`config.mk`:
```
export PLATFORM = sky130hd
export DESIGN_NAME = counting_semaphore_wait_queue_top
export DESIGN_NICKNAME = d
export VERILOG_FILES = /design/src/hdl/csq_pkg.sv /design/src/hdl/csq_wait_queue.sv /design/src/hdl/csq_decide.sv /design/src/hdl/counting_semaphore_wait_queue_top.sv
export SDC_FILE = /design/constraint.sdc
export NUM_CORES = 1
export LEC_CHECK = 0
export BUFFER_PORTS_ARGS = -buffer_cell sky130_fd_sc_hd__buf_2
export CAP_MARGIN = 20
export CELL_PAD_IN_SITES_DETAIL_PLACEMENT = 1
export CELL_PAD_IN_SITES_GLOBAL_PLACEMENT = 1
export CORE_UTILIZATION = 45
export CTS_CLUSTER_SIZE = 40
export DETAILED_ROUTE_END_ITERATION = 6
export GPL_TIMING_DRIVEN = 0
export PLACE_DENSITY = 0.76
export SYNTH_ARGS = -nofsm -noshare
export SYNTH_HDL_FRONTEND = slang
export SYNTH_HIERARCHICAL = 1
export SYNTH_SLANG_ARGS = --single-unit
```
`constraint.sdc`:
```
create_clock -name clk -period 5.9 [get_ports clk]
set_input_delay 0.59 -clock clk [delete_from_list [all_inputs] [get_ports clk]]
set_output_delay 0.59 -clock clk [all_outputs]
set_load 0.02 [all_outputs]
```
`src/hdl/csq_pkg.sv`:
```
`default_nettype none

package csq_pkg;

  localparam int MAX_WAITERS_DEF = 16;
  localparam int ID_BITS_DEF     = 8;

  localparam int KIND_W   = 2;
  localparam int TID_W    = 8;
  localparam int STATUS_W = 4;
  localparam int COUNT_W  = 16;
  localparam int INIT_W   = 15;
  localparam int WOKEN_W  = 8;

  localparam logic signed [COUNT_W-1:0] COUNT_MAX = 16'sd32767;
  localparam logic signed [COUNT_W-1:0] COUNT_MIN = -16'sd32768;

  typedef enum logic [KIND_W-1:0] {
    KIND_WAIT   = 2'd0,
    KIND_TRY    = 2'd1,
    KIND_SIGNAL = 2'd2,
    KIND_CANCEL = 2'd3
  } kind_t;

  typedef enum logic [STATUS_W-1:0] {
    ST_GRANTED     = 4'd0,
    ST_BLOCKED     = 4'd1,
    ST_TRY_OK      = 4'd2,
    ST_TRY_REFUSED = 4'd3,
    ST_SIG_NONE    = 4'd4,
    ST_SIG_WOKE    = 4'd5,
    ST_CAN_REMOVED = 4'd6,
    ST_CAN_MISSING = 4'd7,
    ST_SATURATED   = 4'd8,
    ST_QUEUE_FULL  = 4'd9
  } status_t;

  // queue update request from the decision logic
  typedef struct packed {
    logic push;
    logic drop_head;
    logic drop_match;
  } q_cmd_t;

  // queue status seen by the decision logic
  typedef struct packed {
    logic empty;
    logic full;
    logic found;
  } q_stat_t;

endpackage

`default_nettype wire

```
`src/hdl/csq_wait_queue.sv`:
```
`default_nettype none

module csq_wait_queue #(
  parameter int MAX_WAITERS = csq_pkg::MAX_WAITERS_DEF,
  parameter int ID_BITS     = csq_pkg::ID_BITS_DEF
) (
  input  wire logic               clk,
  input  wire logic               rst_n,
  input  wire logic               upd,
  input  wire csq_pkg::q_cmd_t    cmd,
  input  wire logic [ID_BITS-1:0] tid,
  output csq_pkg::q_stat_t        stat,
  output logic [ID_BITS-1:0]      head
);

  localparam int POS_W = (MAX_WAITERS > 1) ? $clog2(MAX_WAITERS) : 1;
  localparam int TOT_W = $clog2(MAX_WAITERS + 1);

  logic [ID_BITS-1:0]   ids_r [MAX_WAITERS];
  logic [TOT_W-1:0]     total_r;
  logic [TOT_W-1:0]     total_nxt;
  logic [MAX_WAITERS-1:0] hit;
  logic [POS_W-1:0]     match_pos;
  logic [POS_W-1:0]     rm_pos;
  logic                 do_push;
  logic                 do_drop;

  // parallel compare against the live entries, oldest match wins
  always_comb begin
    match_pos = '0;
    for (int j = 0; j < MAX_WAITERS; j++) begin
      hit[j] = (TOT_W'(j) < total_r) && (ids_r[j] == tid);
    end
    for (int j = MAX_WAITERS - 1; j >= 0; j--) begin
      if (hit[j]) begin
        match_pos = POS_W'(j);
      end
    end
  end

  assign stat.empty = (total_r == '0);
  assign stat.full  = (total_r == TOT_W'(MAX_WAITERS));
  assign stat.found = |hit;
  assign head       = ids_r[0];

  assign do_push = upd && cmd.push;
  assign do_drop = upd && (cmd.drop_head || cmd.drop_match);
  assign rm_pos  = cmd.drop_match ? match_pos : '0;

  always_comb begin
    total_nxt = total_r;
    if (do_push) begin
      total_nxt = total_r + TOT_W'(1);
    end else if (do_drop) begin
      total_nxt = total_r - TOT_W'(1);
    end
  end

  always_ff @(posedge clk) begin
    if (!rst_n) begin
      total_r <= '0;
    end else begin
      total_r <= total_nxt;
    end
  end

  for (genvar g = 0; g < MAX_WAITERS; g++) begin : g_entry
    if (g < MAX_WAITERS - 1) begin : g_shift
      always_ff @(posedge clk) begin
        if (do_drop && (POS_W'(g) >= rm_pos)) begin
          ids_r[g] <= ids_r[g+1];
        end else if (do_push && (total_r == TOT_W'(g))) begin
          ids_r[g] <= tid;
        end
      end
    end else begin : g_last
      always_ff @(posedge clk) begin
        if (do_push && (total_r == TOT_W'(g))) begin
          ids_r[g] <= tid;
        end
      end
    end
  end

`ifndef SYNTHESIS
  a_total_bound: assert property (@(posedge clk) disable iff (!rst_n)
    total_r <= TOT_W'(MAX_WAITERS))
    else $error("waiter total beyond queue depth");

  a_no_push_full: assert property (@(posedge clk) disable iff (!rst_n)
    (upd && cmd.push) |-> !stat.full)
    else $error("push into full queue");
`endif

endmodule

`default_nettype wire

```
`src/hdl/csq_decide.sv`:
```
`default_nettype none

module csq_decide (
  input  wire csq_pkg::kind_t                     kind,
  input  wire logic signed [csq_pkg::COUNT_W-1:0] count,
  input  wire csq_pkg::q_stat_t                   qstat,
  output csq_pkg::status_t                        status,
  output logic signed [csq_pkg::COUNT_W-1:0]      count_nxt,
  output csq_pkg::q_cmd_t                         qcmd
);

  always_comb begin
    status    = csq_pkg::ST_GRANTED;
    count_nxt = count;
    qcmd      = '0;
    unique case (kind)
      csq_pkg::KIND_WAIT: begin
        if (count == csq_pkg::COUNT_MIN) begin
          status = csq_pkg::ST_SATURATED;
        end else if (count <= 0) begin
          if (qstat.full) begin
            status = csq_pkg::ST_QUEUE_FULL;
          end else begin
            count_nxt = count - 16'sd1;
            qcmd.push = 1'b1;
            status    = csq_pkg::ST_BLOCKED;
          end
        end else begin
          count_nxt = count - 16'sd1;
          status    = csq_pkg::ST_GRANTED;
        end
      end
      csq_pkg::KIND_TRY: begin
        if (count > 0) begin
          count_nxt = count - 16'sd1;
          status    = csq_pkg::ST_TRY_OK;
        end else begin
          status = csq_pkg::ST_TRY_REFUSED;
        end
      end
      csq_pkg::KIND_SIGNAL: begin
        if (count == csq_pkg::COUNT_MAX) begin
          status = csq_pkg::ST_SATURATED;
        end else begin
          count_nxt = count + 16'sd1;
          if ((count < 0) && !qstat.empty) begin
            qcmd.drop_head = 1'b1;
            status         = csq_pkg::ST_SIG_WOKE;
          end else begin
            status = csq_pkg::ST_SIG_NONE;
          end
        end
      end
      csq_pkg::KIND_CANCEL: begin
        if (!qstat.found) begin
          status = csq_pkg::ST_CAN_MISSING;
        end else if (count == csq_pkg::COUNT_MAX) begin
          status = csq_pkg::ST_SATURATED;
        end else begin
          count_nxt       = count + 16'sd1;
          qcmd.drop_match = 1'b1;
          status          = csq_pkg::ST_CAN_REMOVED;
        end
      end
      default: begin
        status = csq_pkg::ST_GRANTED;
      end
    endcase
  end

endmodule

`default_nettype wire

```
`src/hdl/counting_semaphore_wait_queue_top.sv`:
```
// Counting semaphore with a FIFO queue of blocked thread ids.
// Requests enter on the in_ channel (in_kind, in_thread_id) with valid and
// stall; one result per request leaves on the out_ channel with status,
// woken id and the count after the request.
// A write on cfg_wr_en loads cfg_wr_data into the count; the queue is kept.
// A request accepted into the input register moves on to the result register
// once the result register is empty or its result is being taken.
// Throughput: one request per cycle while the receiver does not stall, set by
// the update of the count register and the shift queue with its parallel id compare.
// Reset clears the count, the queue fill and both valid flags; queue
// entries are not cleared and are only read below the fill level.
// When the receiver stalls, the result register holds and the input
// register fills; in_stall then rises until the result is taken.
`default_nettype none

module counting_semaphore_wait_queue_top #(
  parameter int MAX_WAITERS = csq_pkg::MAX_WAITERS_DEF,
  parameter int ID_BITS     = csq_pkg::ID_BITS_DEF
) (
  input  wire logic                           clk,
  input  wire logic                           rst_n,
  input  wire logic                           in_valid,
  output logic                                in_stall,
  input  wire logic [csq_pkg::KIND_W-1:0]     in_kind,
  input  wire logic [csq_pkg::TID_W-1:0]      in_thread_id,
  output logic                                out_valid,
  input  wire logic                           out_stall,
  output logic [csq_pkg::STATUS_W-1:0]        out_status,
  output logic [csq_pkg::WOKEN_W-1:0]         out_woken_id,
  output logic signed [csq_pkg::COUNT_W-1:0]  out_count_after,
  input  wire logic                           cfg_wr_en,
  input  wire logic [csq_pkg::INIT_W-1:0]     cfg_wr_data
);

  logic                                item_v_r;
  csq_pkg::kind_t                      kind_r;
  logic [ID_BITS-1:0]                  tid_r;
  logic signed [csq_pkg::COUNT_W-1:0]  count_r;
  logic signed [csq_pkg::COUNT_W-1:0]  count_nxt;
  logic                                adv;
  csq_pkg::status_t                    status;
  csq_pkg::q_cmd_t                     qcmd;
  csq_pkg::q_stat_t                    qstat;
  logic [ID_BITS-1:0]                  head;
  logic                                out_valid_r;
  csq_pkg::status_t                    out_status_r;
  logic [csq_pkg::WOKEN_W-1:0]         out_woken_r;
  logic signed [csq_pkg::COUNT_W-1:0]  out_count_r;

  assign adv      = item_v_r && (!out_valid_r || !out_stall);
  assign in_stall = item_v_r && out_valid_r && out_stall;

  // input register
  always_ff @(posedge clk) begin
    if (!rst_n) begin
      item_v_r <= 1'b0;
    end else if (!in_stall) begin
      item_v_r <= in_valid;
    end
  end

  always_ff @(posedge clk) begin
    if (in_valid && !in_stall) begin
      kind_r <= csq_pkg::kind_t'(in_kind);
      tid_r  <= ID_BITS'(in_thread_id);
    end
  end

  csq_decide u_decide (
    .kind      (kind_r),
    .count     (count_r),
    .qstat     (qstat),
    .status    (status),
    .count_nxt (count_nxt),
    .qcmd      (qcmd)
  );

  csq_wait_queue #(
    .MAX_WAITERS (MAX_WAITERS),
    .ID_BITS     (ID_BITS)
  ) u_queue (
    .clk   (clk),
    .rst_n (rst_n),
    .upd   (adv),
    .cmd   (qcmd),
    .tid   (tid_r),
    .stat  (qstat),
    .head  (head)
  );

  always_ff @(posedge clk) begin
    if (!rst_n) begin
      count_r <= '0;
    end else if (cfg_wr_en) begin
      count_r <= {1'b0, cfg_wr_data};
    end else if (adv) begin
      count_r <= count_nxt;
    end
  end

  // result register
  always_ff @(posedge clk) begin
    if (!rst_n) begin
      out_valid_r <= 1'b0;
    end else if (!out_valid_r || !out_stall) begin
      out_valid_r <= item_v_r;
    end
  end

  always_ff @(posedge clk) begin
    if (adv) begin
      out_status_r <= status;
      out_woken_r  <= qcmd.drop_head ? csq_pkg::WOKEN_W'(head) : '0;
      out_count_r  <= count_nxt;
    end
  end

  assign out_valid       = out_valid_r;
  assign out_status      = out_status_r;
  assign out_woken_id    = out_woken_r;
  assign out_count_after = out_count_r;

`ifndef SYNTHESIS
  a_blocked_negative: assert property (@(posedge clk) disable iff (!rst_n)
    (out_valid_r && out_status_r == csq_pkg::ST_BLOCKED) |-> (out_count_r < 0))
    else $error("blocked item with non-negative count");

  a_woke_non_positive: assert property (@(posedge clk) disable iff (!rst_n)
    (out_valid_r && out_status_r == csq_pkg::ST_SIG_WOKE) |-> (out_count_r <= 0))
    else $error("waiter released with positive count");

  a_stall_holds_input: assert property (@(posedge clk) disable iff (!rst_n)
    in_stall |=> (item_v_r && $stable(kind_r) && $stable(tid_r)))
    else $error("input register changed while stalled");
`endif

endmodule

`default_nettype wire
```
Word level (Yosys, flattened, before mapping)
Memory sizes are Yosys's and may differ from the RTL's.
Index checks and enable logic that the tools add are counted.
{"block": "word_totals", "output_inout_bits": 30, "latch_bits": 0, "n_memories": 1, "mem_bits_rw": 128, "regBits": 61, "rom_bits": 0}
{"name": "u_queue.ids_r", "words": 16, "word_bits": 8, "read_ports": 16, "rd_ports_with_merged_regs": 0, "wr": 15, "line_no": "csq_wait_queue.sv:19", "text": "logic [ID_BITS-1:0] ids_r [MAX_WAITERS];"}
{"block": "op_classes", "reduce_logical": 67, "n_lt_le_gt_ge": 34, "n_div": 0, "bitwise_logic": 16, "mul": 0, "n_addsub": 4, "n_mux": 142, "shift": 0, "n_eq_ne": 37}
{"operator": "equality test 8 bit", "n": 16}
{"operator": "two-way mux 8 bit", "n": 16}
{"operator": "two-way mux 16 bit", "n": 6}
{"operator": "two-way mux 4 bit", "n": 24}
{"operator": "two-way mux 1 bit", "n": 90}
{"operator": "one-hot mux 16 bit (4 select lines)", "n": 1}
{"operator": "logical AND 1 bit", "n": 54}
{"operator": "equality test 5 x 4 -> 1 bit (second input constant)", "n": 8}
{"operator": "less-than comparator 4 x 5 -> 1 bit (first input constant)", "n": 8}
{"operator": "equality test 16 bit (second input constant)", "n": 2}
{"operator": "two-way mux 15 bit", "n": 2}
{"operator": "greater-or-equal comparator 4 bit (first input constant)", "n": 7}
{"operator": "equality test 5 x 3 -> 1 bit (second input constant)", "n": 4}
{"operator": "less-than comparator 3 x 5 -> 1 bit (first input constant)", "n": 4}
{"operator": "adder 16 x 2 -> 16 bit (second input constant)", "n": 1}
{"operator": "greater-or-equal comparator 3 x 4 -> 1 bit (first input constant)", "n": 4}
{"operator": "> comparator 16 x 1 -> 1 bit (second input constant)", "n": 1}
{"operator": "<= comparator 16 x 1 -> 1 bit (second input constant)", "n": 1}
{"operator": "less-than comparator 16 x 1 -> 1 bit (second input constant)", "n": 1}
{"operator": "one-hot mux 4 bit (4 select lines)", "n": 1}
{"operator": "OR reduction 16 bit", "n": 1}
{"operator": "subtractor 16 x 2 -> 16 bit (second input constant)", "n": 1}
{"operator": "OR 1 bit", "n": 15}
{"operator": "equality test 5 x 2 -> 1 bit (second input constant)", "n": 2}
{"operator": "other kinds (19)", "n": 30}

Longest topological paths before layout
Gate-level depths: netlist (run 1).
An unclocked memory read counts as a cell.
{"block": "depth", "word_depth": 26, "depth_mapped": 20, "ltp_nobuf": 16}

Hierarchy
Netlist (run 1), hierarchy kept.
{"module": "csq_wait_queue", "cells_each": 663, "area_each_um2": 8261.7, "seq_area_each_um2": 3943.8, "instances": 1}
{"module": "counting_semaphore_wait_queue_top", "cells_each": 141, "area_each_um2": 1950.6, "seq_area_each_um2": 1501.4, "instances": 1}
{"module": "csq_decide", "cells_each": 227, "area_each_um2": 1433.9, "seq_area_each_um2": 0.0, "instances": 1}

Worst setup path before layout (run 1)
Ideal clock, no wire load.
{"block": "synth_timing", "kind": "reg2reg", "startpoint": "register tid_r[4]", "endpoint": "memory u_queue/ids_r[1][48] (netlist bit) (data pin)", "path_stages_with_launch": 20, "setup_slack_ns": 1.571, "required_time_ns": 5.640, "n_path_buf": 3, "t_arrival_ns": 4.069, "path_cell_list": "edfxtp_1 -> buf_2 -> buf_6 -> buf_4 -> xnor2_1 -> nand4_1 -> nor4_2 -> nor2_1 -> and4_1 -> nand4_1 -> nand3_1 -> a21oi_1 -> inv_1 -> a31oi_1 -> and2_1 -> nand2_1 -> a21o_1 -> or4b_4 -> a21oi_4 -> mux2_2"}
{"item": "start: declaration", "line_no": "counting_semaphore_wait_queue_top.sv:37", "text": "logic [ID_BITS-1:0] tid_r;"}
{"item": "start signal: assignment", "line_no": "counting_semaphore_wait_queue_top.sv:65", "text": "tid_r <= ID_BITS'(in_thread_id);"}
{"item": "end: declaration", "line_no": "csq_wait_queue.sv:19"}

==> results of run 1 <==
==> logic make-up (layout without fill, tap and decap cells) <==
family	after synthesis	in the layout	share of synthesized area [%]
AND/OR/NAND/NOR	297	297	14.43
XOR/XNOR	139	139	10.45
adder cells (fa/ha/maj)	10	10	1.053
flip-flops	189	189	46.76
multiplexers	122	122	11.82
buffers and inverters	88	182	4.749
AO/OA/AOI/OAI	186	186	10.74
==> metal layers <==
layer	up-vias	wire length (um)	track usage (%)	share of wire, %
met2	314	18450	49.71	51
met5	-	0	0	0
met3	84	1690	3.310	4.6
met1	4492	14770	33.46	40
met4	0	1580	13.13	4.3
li1	3985	-	-	-
==> metrics by stage <==
stage | hold slack [ns] | cell area (um2) | power (mW) | setup WS [ns]
2_1_floorplan | 0.4206 | 11650 | 1.724 | 1.571
3_3_place_gp | 0.4297 | 12350 | 1.832 | 0.5654
3_5_place_dp | 0.4336 | 12360 | 1.841 | 0.4988
4_1_cts | 0.2872 | 12990 | 3.063 | 0.4238
5_1_grt | 0.2872 | 13000 | 3.124 | 0.1183
6_report | 0.2997 | 13000 | 3.041 | 0.3866
==> path summary, 6_finish.rpt <==
path                                       from                   end  slack, ns  cells past startpoint
worst min-delay path            in_thread_id[7]              tid_r[7]       0.30                      1
worst max-delay path                   tid_r[4]  u_queue/ids_r[1][51]       0.39                     19
worst min register to register         tid_r[2]  u_queue/ids_r[1][58]       0.46                      0
worst max register to register         tid_r[4]  u_queue/ids_r[1][51]       0.39                     19
==> worst max-delay path, delay by kind of cell, from the launching register on <==
kind / cells / cell delay [ns]
compound gates: 3 / 1.00
mux: 1 / 0.38
simple gates: 10 / 2.48
xor+xnor: 1 / 0.15
buf+inv: 4 / 0.88
flops: 1 / 0.35
==> power by group through the flow <==
stage                     clock (mW)  combinational (mW)  sequential (mW)
after global placement             0               0.321             1.51
final                           1.23               0.334             1.48
after global routing            1.29               0.354             1.48
after detailed placement           0               0.328             1.51
after floorplan                    0               0.201             1.52
after CTS                       1.25               0.330             1.48
==> state kept, by name (all words and copies together) (netlist names) <==
register and count:
count_r 16, tid_r 8, kind_r 2, item_v_r 1
out_valid 1, out_count_after 16, out_status 4, u_queue/ids_r 128
u_queue/total_r 5, out_woken_id 8
==> layout by cell type (no fill, tap or decap), types with 4 or more instances in the layout <==
master	count
edfxtp_1	166
mux2_2	120
buf_2	80
xnor2_1	80
nand2_1	68
xor2_1	59
a21oi_1	49
nor2_1	40
o21ai_0	36
nand3_1	32
nor3_1	24
nand4_1	24
dfxtp_1	23
clkbuf_1	21
buf_6	18
nor4_1	18
clkbuf_16	17
buf_4	17
and2_1	16
a31oi_1	13
or3_1	11
o211ai_1	11
inv_1	10
o21ai_1	9
o21a_1	8
a21o_1	8
nand2b_1	7
ha_1	7
and3_1	6
nor2b_1	6
clkinv_8	5
or4_1	5
inv_8	4
nor3_2	4
nor4_2	4
a22oi_1	4
nor2_2	4
o31ai_1	4
==> layout make-up <==
type	count	area, um2
multi-input cells	754	5648
clock buffers	17	425.4
fillers	2728	12260
plain buffers	76	505.5
well taps	330	412.9
inverters	12	47.55
flip-flops and latches	189	5445
repair buffers	62	312.8
clock inverters	15	201.4
==> results.ini, run 1 <==
[cts]
post_cts_buffers=0
cts_buffers=17
clkSinkCount=189
clk_path_buf_depth=2
cts_root_buffer=clkbuf_16
clkTransAtPathRegs_ns=0.09
htree_num_levels=4
cts-resized-gates=0
cts_tree=built
worstSkewPairLatency_ns=0.46
cts_hold_buf=0

[pwr]
comb_power_share_pct=11.0
peakVddDrop_mv=0.1565
p_seq_share_pct=48.7
p_leak_nw=4.451
swShare_pct=28.69
p_per_area_mw_per_mm2=233.9
internal-power_mw=2.168
p_switching_uw=872.4
clkPwrFrac_pct=40.3

[logic_synthesis]
ys_ff_latch=189
yosysSeqAreaShare_pct=46.76
ys_warn_count=6
synthTopCellsByArea=edfxtp_1, mux2_2, xnor2_1
yosys.area.top_type=edfxtp_1
syn-cell-area_mm2=0.01165
async_flop_share_pct=0
yosys_most_used_dff=edfxtp_1
netlist_top_cells_count=edfxtp_1, mux2_2, xnor2_1, nand2_1, xor2_1
yosys.area.top_type_share_pct=42.80
syn_avg_cell_area_um2=11.30
syn-num-nets=1068
synth_edf_count=166
synthDistinctLibCells=89
synthCells=1031
yosysMostFrequentCell=edfxtp_1

[worst_hold_path]
min_path_type=input pin to flip-flop

[finish]
final_core_util_pct=51.47
nets=1149
stdcell_count=1455
drive_gt1_share_pct=27.91
antennaDiodeCount=0
syn2layout_area_growth_pct=11.61

[floorplan]
fp.dieH_um=162.9
core_mm2=0.02525
die_area_mm2=0.02653
ios=60
rows=58
die_w_um=162.9
start_util_pct=46.12

[critical_path]
path_class=flip-flop to flip-flop
cp.required_ns=6.10
max_stage_delay_ns=0.58
end_kind=flip-flop
cp_slowest_cell=or4b_4
startpoint_type=flip-flop
cp.arrival_ns=5.71
crit_chain=buf_2 > buf_6 > buf_4 > xnor2_1 > nand4_1 > nor4_2 > nor2_1 > and4_1 > nand4_1 > nand3_1 > a21oi_1 > inv_1 > a31oi_1 > and2_1 > nand3_1 > nand2b_1 > or4b_4 > a21oi_4 > mux2_2
cp_max_fo=10

[global_routing]
overflow=0
track_usage_pct=27.93
grt_pass1_wl_mm=54.21
antenna_found_initial=0
grt_pass1_vias=9087
grt_max_degree=42

[routing]
drt_first_pass_iters=5
drtAntennaViolNets=0
viasPerCell=6.100
wl_mm=36.49
drcViolationCount=0
drt_first_iter_violations=629
wl_per_cell_um=25.08
vias=8875

[timing]
fmax_ghz=0.1814
finalCritPeriodShare_pct=93.45
worstMarginPinSlew_ns=0.9420
clock_skew_ns=0.02144
slew_headroom_pct=36.72
min_period_ns=5.513
drv_slew=0
setup_violations=0
fin_tns_setup_ns=0
hold_viol=0
rsz0062_at_grt=false

[run_status]
outcome=complete, no violations

[placement]
placedCellCount=1421
hpwlAfterDp_mm=26.57
port-buffer-count=58
gp_congestion=0.9093

[run]
maxCapViolations=0

(Power assumes the default switching activity.)
==> run 2, diff against run 1 <==
--- a/config.mk
+++ b/config.mk
@@ -5,6 +5,7 @@
 export SDC_FILE = /design/constraint.sdc
 export NUM_CORES = 1
 export LEC_CHECK = 0
+export ABC_AREA = 1
 export BUFFER_PORTS_ARGS = -buffer_cell sky130_fd_sc_hd__buf_2
 export CAP_MARGIN = 20
 export CELL_PAD_IN_SITES_DETAIL_PLACEMENT = 1
@@ -13,7 +14,7 @@
 export CTS_CLUSTER_SIZE = 40
 export DETAILED_ROUTE_END_ITERATION = 6
 export GPL_TIMING_DRIVEN = 0
-export PLACE_DENSITY = 0.76
+export PLACE_DENSITY = 0.81
 export SYNTH_ARGS = -nofsm -noshare
 export SYNTH_HDL_FRONTEND = slang
 export SYNTH_HIERARCHICAL = 1
==> run 2 against run 1 <==
Effect of this change:
- sequential cell count stayed put
- cell area is 9.3% higher
- synthesized cell count is 57% higher
- first-iteration DRC count is 84% higher
==> results.ini, run 2 <==
[run_status]
outcome=complete, no violations

[logic_synthesis]
synthCells=1620  ; +57%
syn_avg_cell_area_um2=7.886  ; -30%
async_flop_share_pct=0  ; unchanged
synthMuxAreaShare_pct=0.07835  ; -12 points
yosysMostFrequentCell=nand2_1
yosys_most_used_dff=edfxtp_1
synthXorXnorAreaFrac_pct=6.170  ; -4.3 points
syn-cell-area_mm2=0.01277  ; +9.7%
yosysSeqAreaShare_pct=42.62  ; -4.1 points
yosys.area.top_type_share_pct=39.02  ; -3.8 points
synth_edf_count=166  ; unchanged
netlist_top_cells_count=nand2_1, edfxtp_1, nand3_1, nor2_1, inv_1
synthTopCellsByArea=edfxtp_1, nand2_1, nand3_1
synthDistinctLibCells=55  ; -38%
synth-compound-area-share_pct=7.336  ; -3.4 points
synth_top_family_by_area=simple AND/OR/NAND/NOR gates
synth-simple-area-share_pct=34.73  ; +20 points
syn-num-nets=1657  ; +55%
ys_warn_count=6  ; unchanged
ys_ff_latch=189  ; unchanged
synthAdderAreaFrac_pct=0.6856  ; -0.37 points
yosys.area.top_type=edfxtp_1

[timing]
drv_slew=0  ; unchanged
slew_headroom_pct=35.76  ; -0.96 points
fmax_ghz=0.1823  ; +0.53%
worstMarginPinSlew_ns=0.9636  ; +0.02159 ns
rsz0062_at_grt=false
fin_tns_setup_ns=0  ; unchanged
setup_violations=0  ; unchanged
min_period_ns=5.484  ; -0.02903 ns
setup_slack_ns=0.4157  ; +0.02903 ns
clock_skew_ns=0.02090  ; -0.0005437 ns
finalCritPeriodShare_pct=92.95  ; -0.49 points
hold_viol=0  ; unchanged

[cts]
cts_root_buffer=clkbuf_16
clkTransAtPathRegs_ns=0.09  ; about the same
cts_hold_buf=0  ; unchanged
clk_path_buf_depth=2  ; unchanged
worstSkewPairLatency_ns=0.46  ; about the same
clkSinkCount=189  ; unchanged
cts_buffers=17  ; unchanged
cts_tree=built
htree_num_levels=4  ; unchanged

[routing]
viasPerCell=5.672  ; -7.0%
drt_first_pass_iters=5  ; unchanged
drt_first_iter_violations=1156  ; +84%
drcViolationCount=0  ; unchanged
wl_mm=43.53  ; +19%
drtAntennaViolNets=0  ; unchanged
vias=11906  ; +34%
wl_per_cell_um=20.74  ; -17%

[critical_path]
path_class=flip-flop to flip-flop
cp.required_ns=6.06  ; -0.04 ns
startpoint_type=flip-flop
critPathLaunch=tid_r[0]
end_kind=flip-flop
cp.arrival_ns=5.65  ; -0.06 ns
cp_max_fo=10  ; unchanged
timing.rr.start=tid_r[0]

[finish]
final_cell_mix=nand2_1, edfxtp_1, nand3_1
stdcell_area_mm2=0.01420  ; +9.3%
drive_gt1_share_pct=16.91  ; -11 points
nets=1745  ; +52%
syn2layout_area_growth_pct=11.20
final_common_cell=nand2_1
antennaDiodeCount=0  ; unchanged
stdcell_count=2099  ; +44%
largest_reg_flops=128  ; unchanged
largest-register=u_queue/ids_r

[pwr]
peakVddDrop_mv=0.1397  ; -11%
power_mw=3.161  ; +4.0%
p_per_area_mw_per_mm2=222.6  ; -4.9%
p_leak_nw=6.303  ; +42%

[global_routing]
overflow=0  ; unchanged
grt_pass1_vias=11800  ; +30%
grt_max_degree=24  ; -43%
grt_pass1_wl_mm=66.53  ; +23%
track_usage_pct=30.48  ; +2.5 points
antenna_found_initial=0  ; unchanged

[placement]
placed_area_mm2=0.01358  ; +9.9%
gp_congestion=0.9701  ; +6.7%
hpwlAfterDp_mm=32.18  ; +21%
placedCellCount=2060  ; +45%
dp_slack_ns=0.09900  ; -0.3998 ns
port-buffer-count=58  ; unchanged

[worst_hold_path]
min_path_type=input pin to flip-flop
hold_start=in_thread_id[0]

[run]
maxCapViolations=0  ; unchanged

[floorplan]
rows=61  ; +5.2%
die_w_um=170.5  ; +4.7%
ios=60  ; unchanged
core_mm2=0.02786  ; +10%
start_util_pct=45.86  ; -0.26 points
die_area_mm2=0.02907  ; +9.6%
fp.dieH_um=170.5  ; +4.7%

-- run 2: cell count changes after synthesis, moves of 39 or more --
cell     previous run  this run
nor2_1             40       118
inv_1              10       113
o21ai_1             9        58
mux2_2            120         0
xnor2_1            80        41
nand2_1            68       526
nand3_1            32       143
-- run 2: critical path, stage by stage, from the launching register on --
cell and delay [ns]:
edfxtp_1 0.41, buf_4 0.23, inv_2 0.20, buf_4 0.26
or2_1 0.13, nand3_1 0.11, o41ai_1 0.59, nor2_1 0.16
nand2_1 0.11, inv_2 0.06, nand3_1 0.08, clkbuf_1 0.34
inv_1 0.23, nor2_2 0.38, nand2_1 0.10, inv_1 0.20
o21ai_1 0.24, clkinv_1 0.33, nand2_4 0.12, inv_2 0.12
nand2_4 0.12, o21ai_0 0.34, clkbuf_2 0.31
-- run 2: worst paths after layout --
path / to / slack, ns / cells after the start
worst max-delay path: u_queue/ids_r[0][33] / 0.42 / 22
worst min-delay path: tid_r[0] / 0.30 / 1
worst max register to register: u_queue/ids_r[0][33] / 0.42 / 22
worst min register to register: u_queue/ids_r[1][61] / 0.44 / 0
-- run 2: through the flow --
| stage | util (%) | hold slack [ns] |
|---|---|---|
| finish | 50.99 | 0.2977 |
| global route | 50.99 | 0.2907 |
| CTS | 50.84 | 0.2931 |
| detailed placement | 48.75 | 0.4390 |
| global placement | 48.60 | 0.4364 |
| floorplan | - | 0.4277 |
-- run 2: final cells by class --
type	count	area, um2
Clock inverter	14	152.6
Clock buffer	18	429.2
Fill cell	3496	13650
Buffer	76	554.3
Inverter	134	515.5
Timing Repair Buffer	69	372.9
Multi-Input combinational cell	1221	6262
Tap cell	378	473.0
Sequential cell	189	5445
-- run 2: cell families (layout without fill, tap and decap cells) --
| group | after synthesis | count (layout) |
|---|---|---|
| and+or+nand+nor | 958 | 958 |
| buffers and inverters | 210 | 311 |
| DFF | 189 | 189 |
| AOI/OAI and AO/OA | 165 | 165 |
| xor gates and xnor gates | 90 | 90 |
| adders and majority gates | 7 | 7 |
| muxes | 1 | 1 |
-- run 2: per-layer routing --
layer	GRT usage [%]	vias up	part of all wire (%)
li1	-	5524	-
met1	43.49	5889	47
met2	48.36	424	45
met3	4.094	69	6.2
met4	8.265	0	2.1
met5	0	-	0
-- run 2: report_power, final --
part | internal, mW | total, mW | switching, mW
Clock | 0.601 | 1.19 | 0.587
Sequential | 1.47 | 1.49 | 0.0205
Combinational | 0.148 | 0.483 | 0.335
-- run 2: timing repair --
item                       4_1_cts  5_1_grt
hold endpoints to repair         0        0
gates resized for setup          0        2
setup buffers                    0        0
setup endpoints to repair        0       66
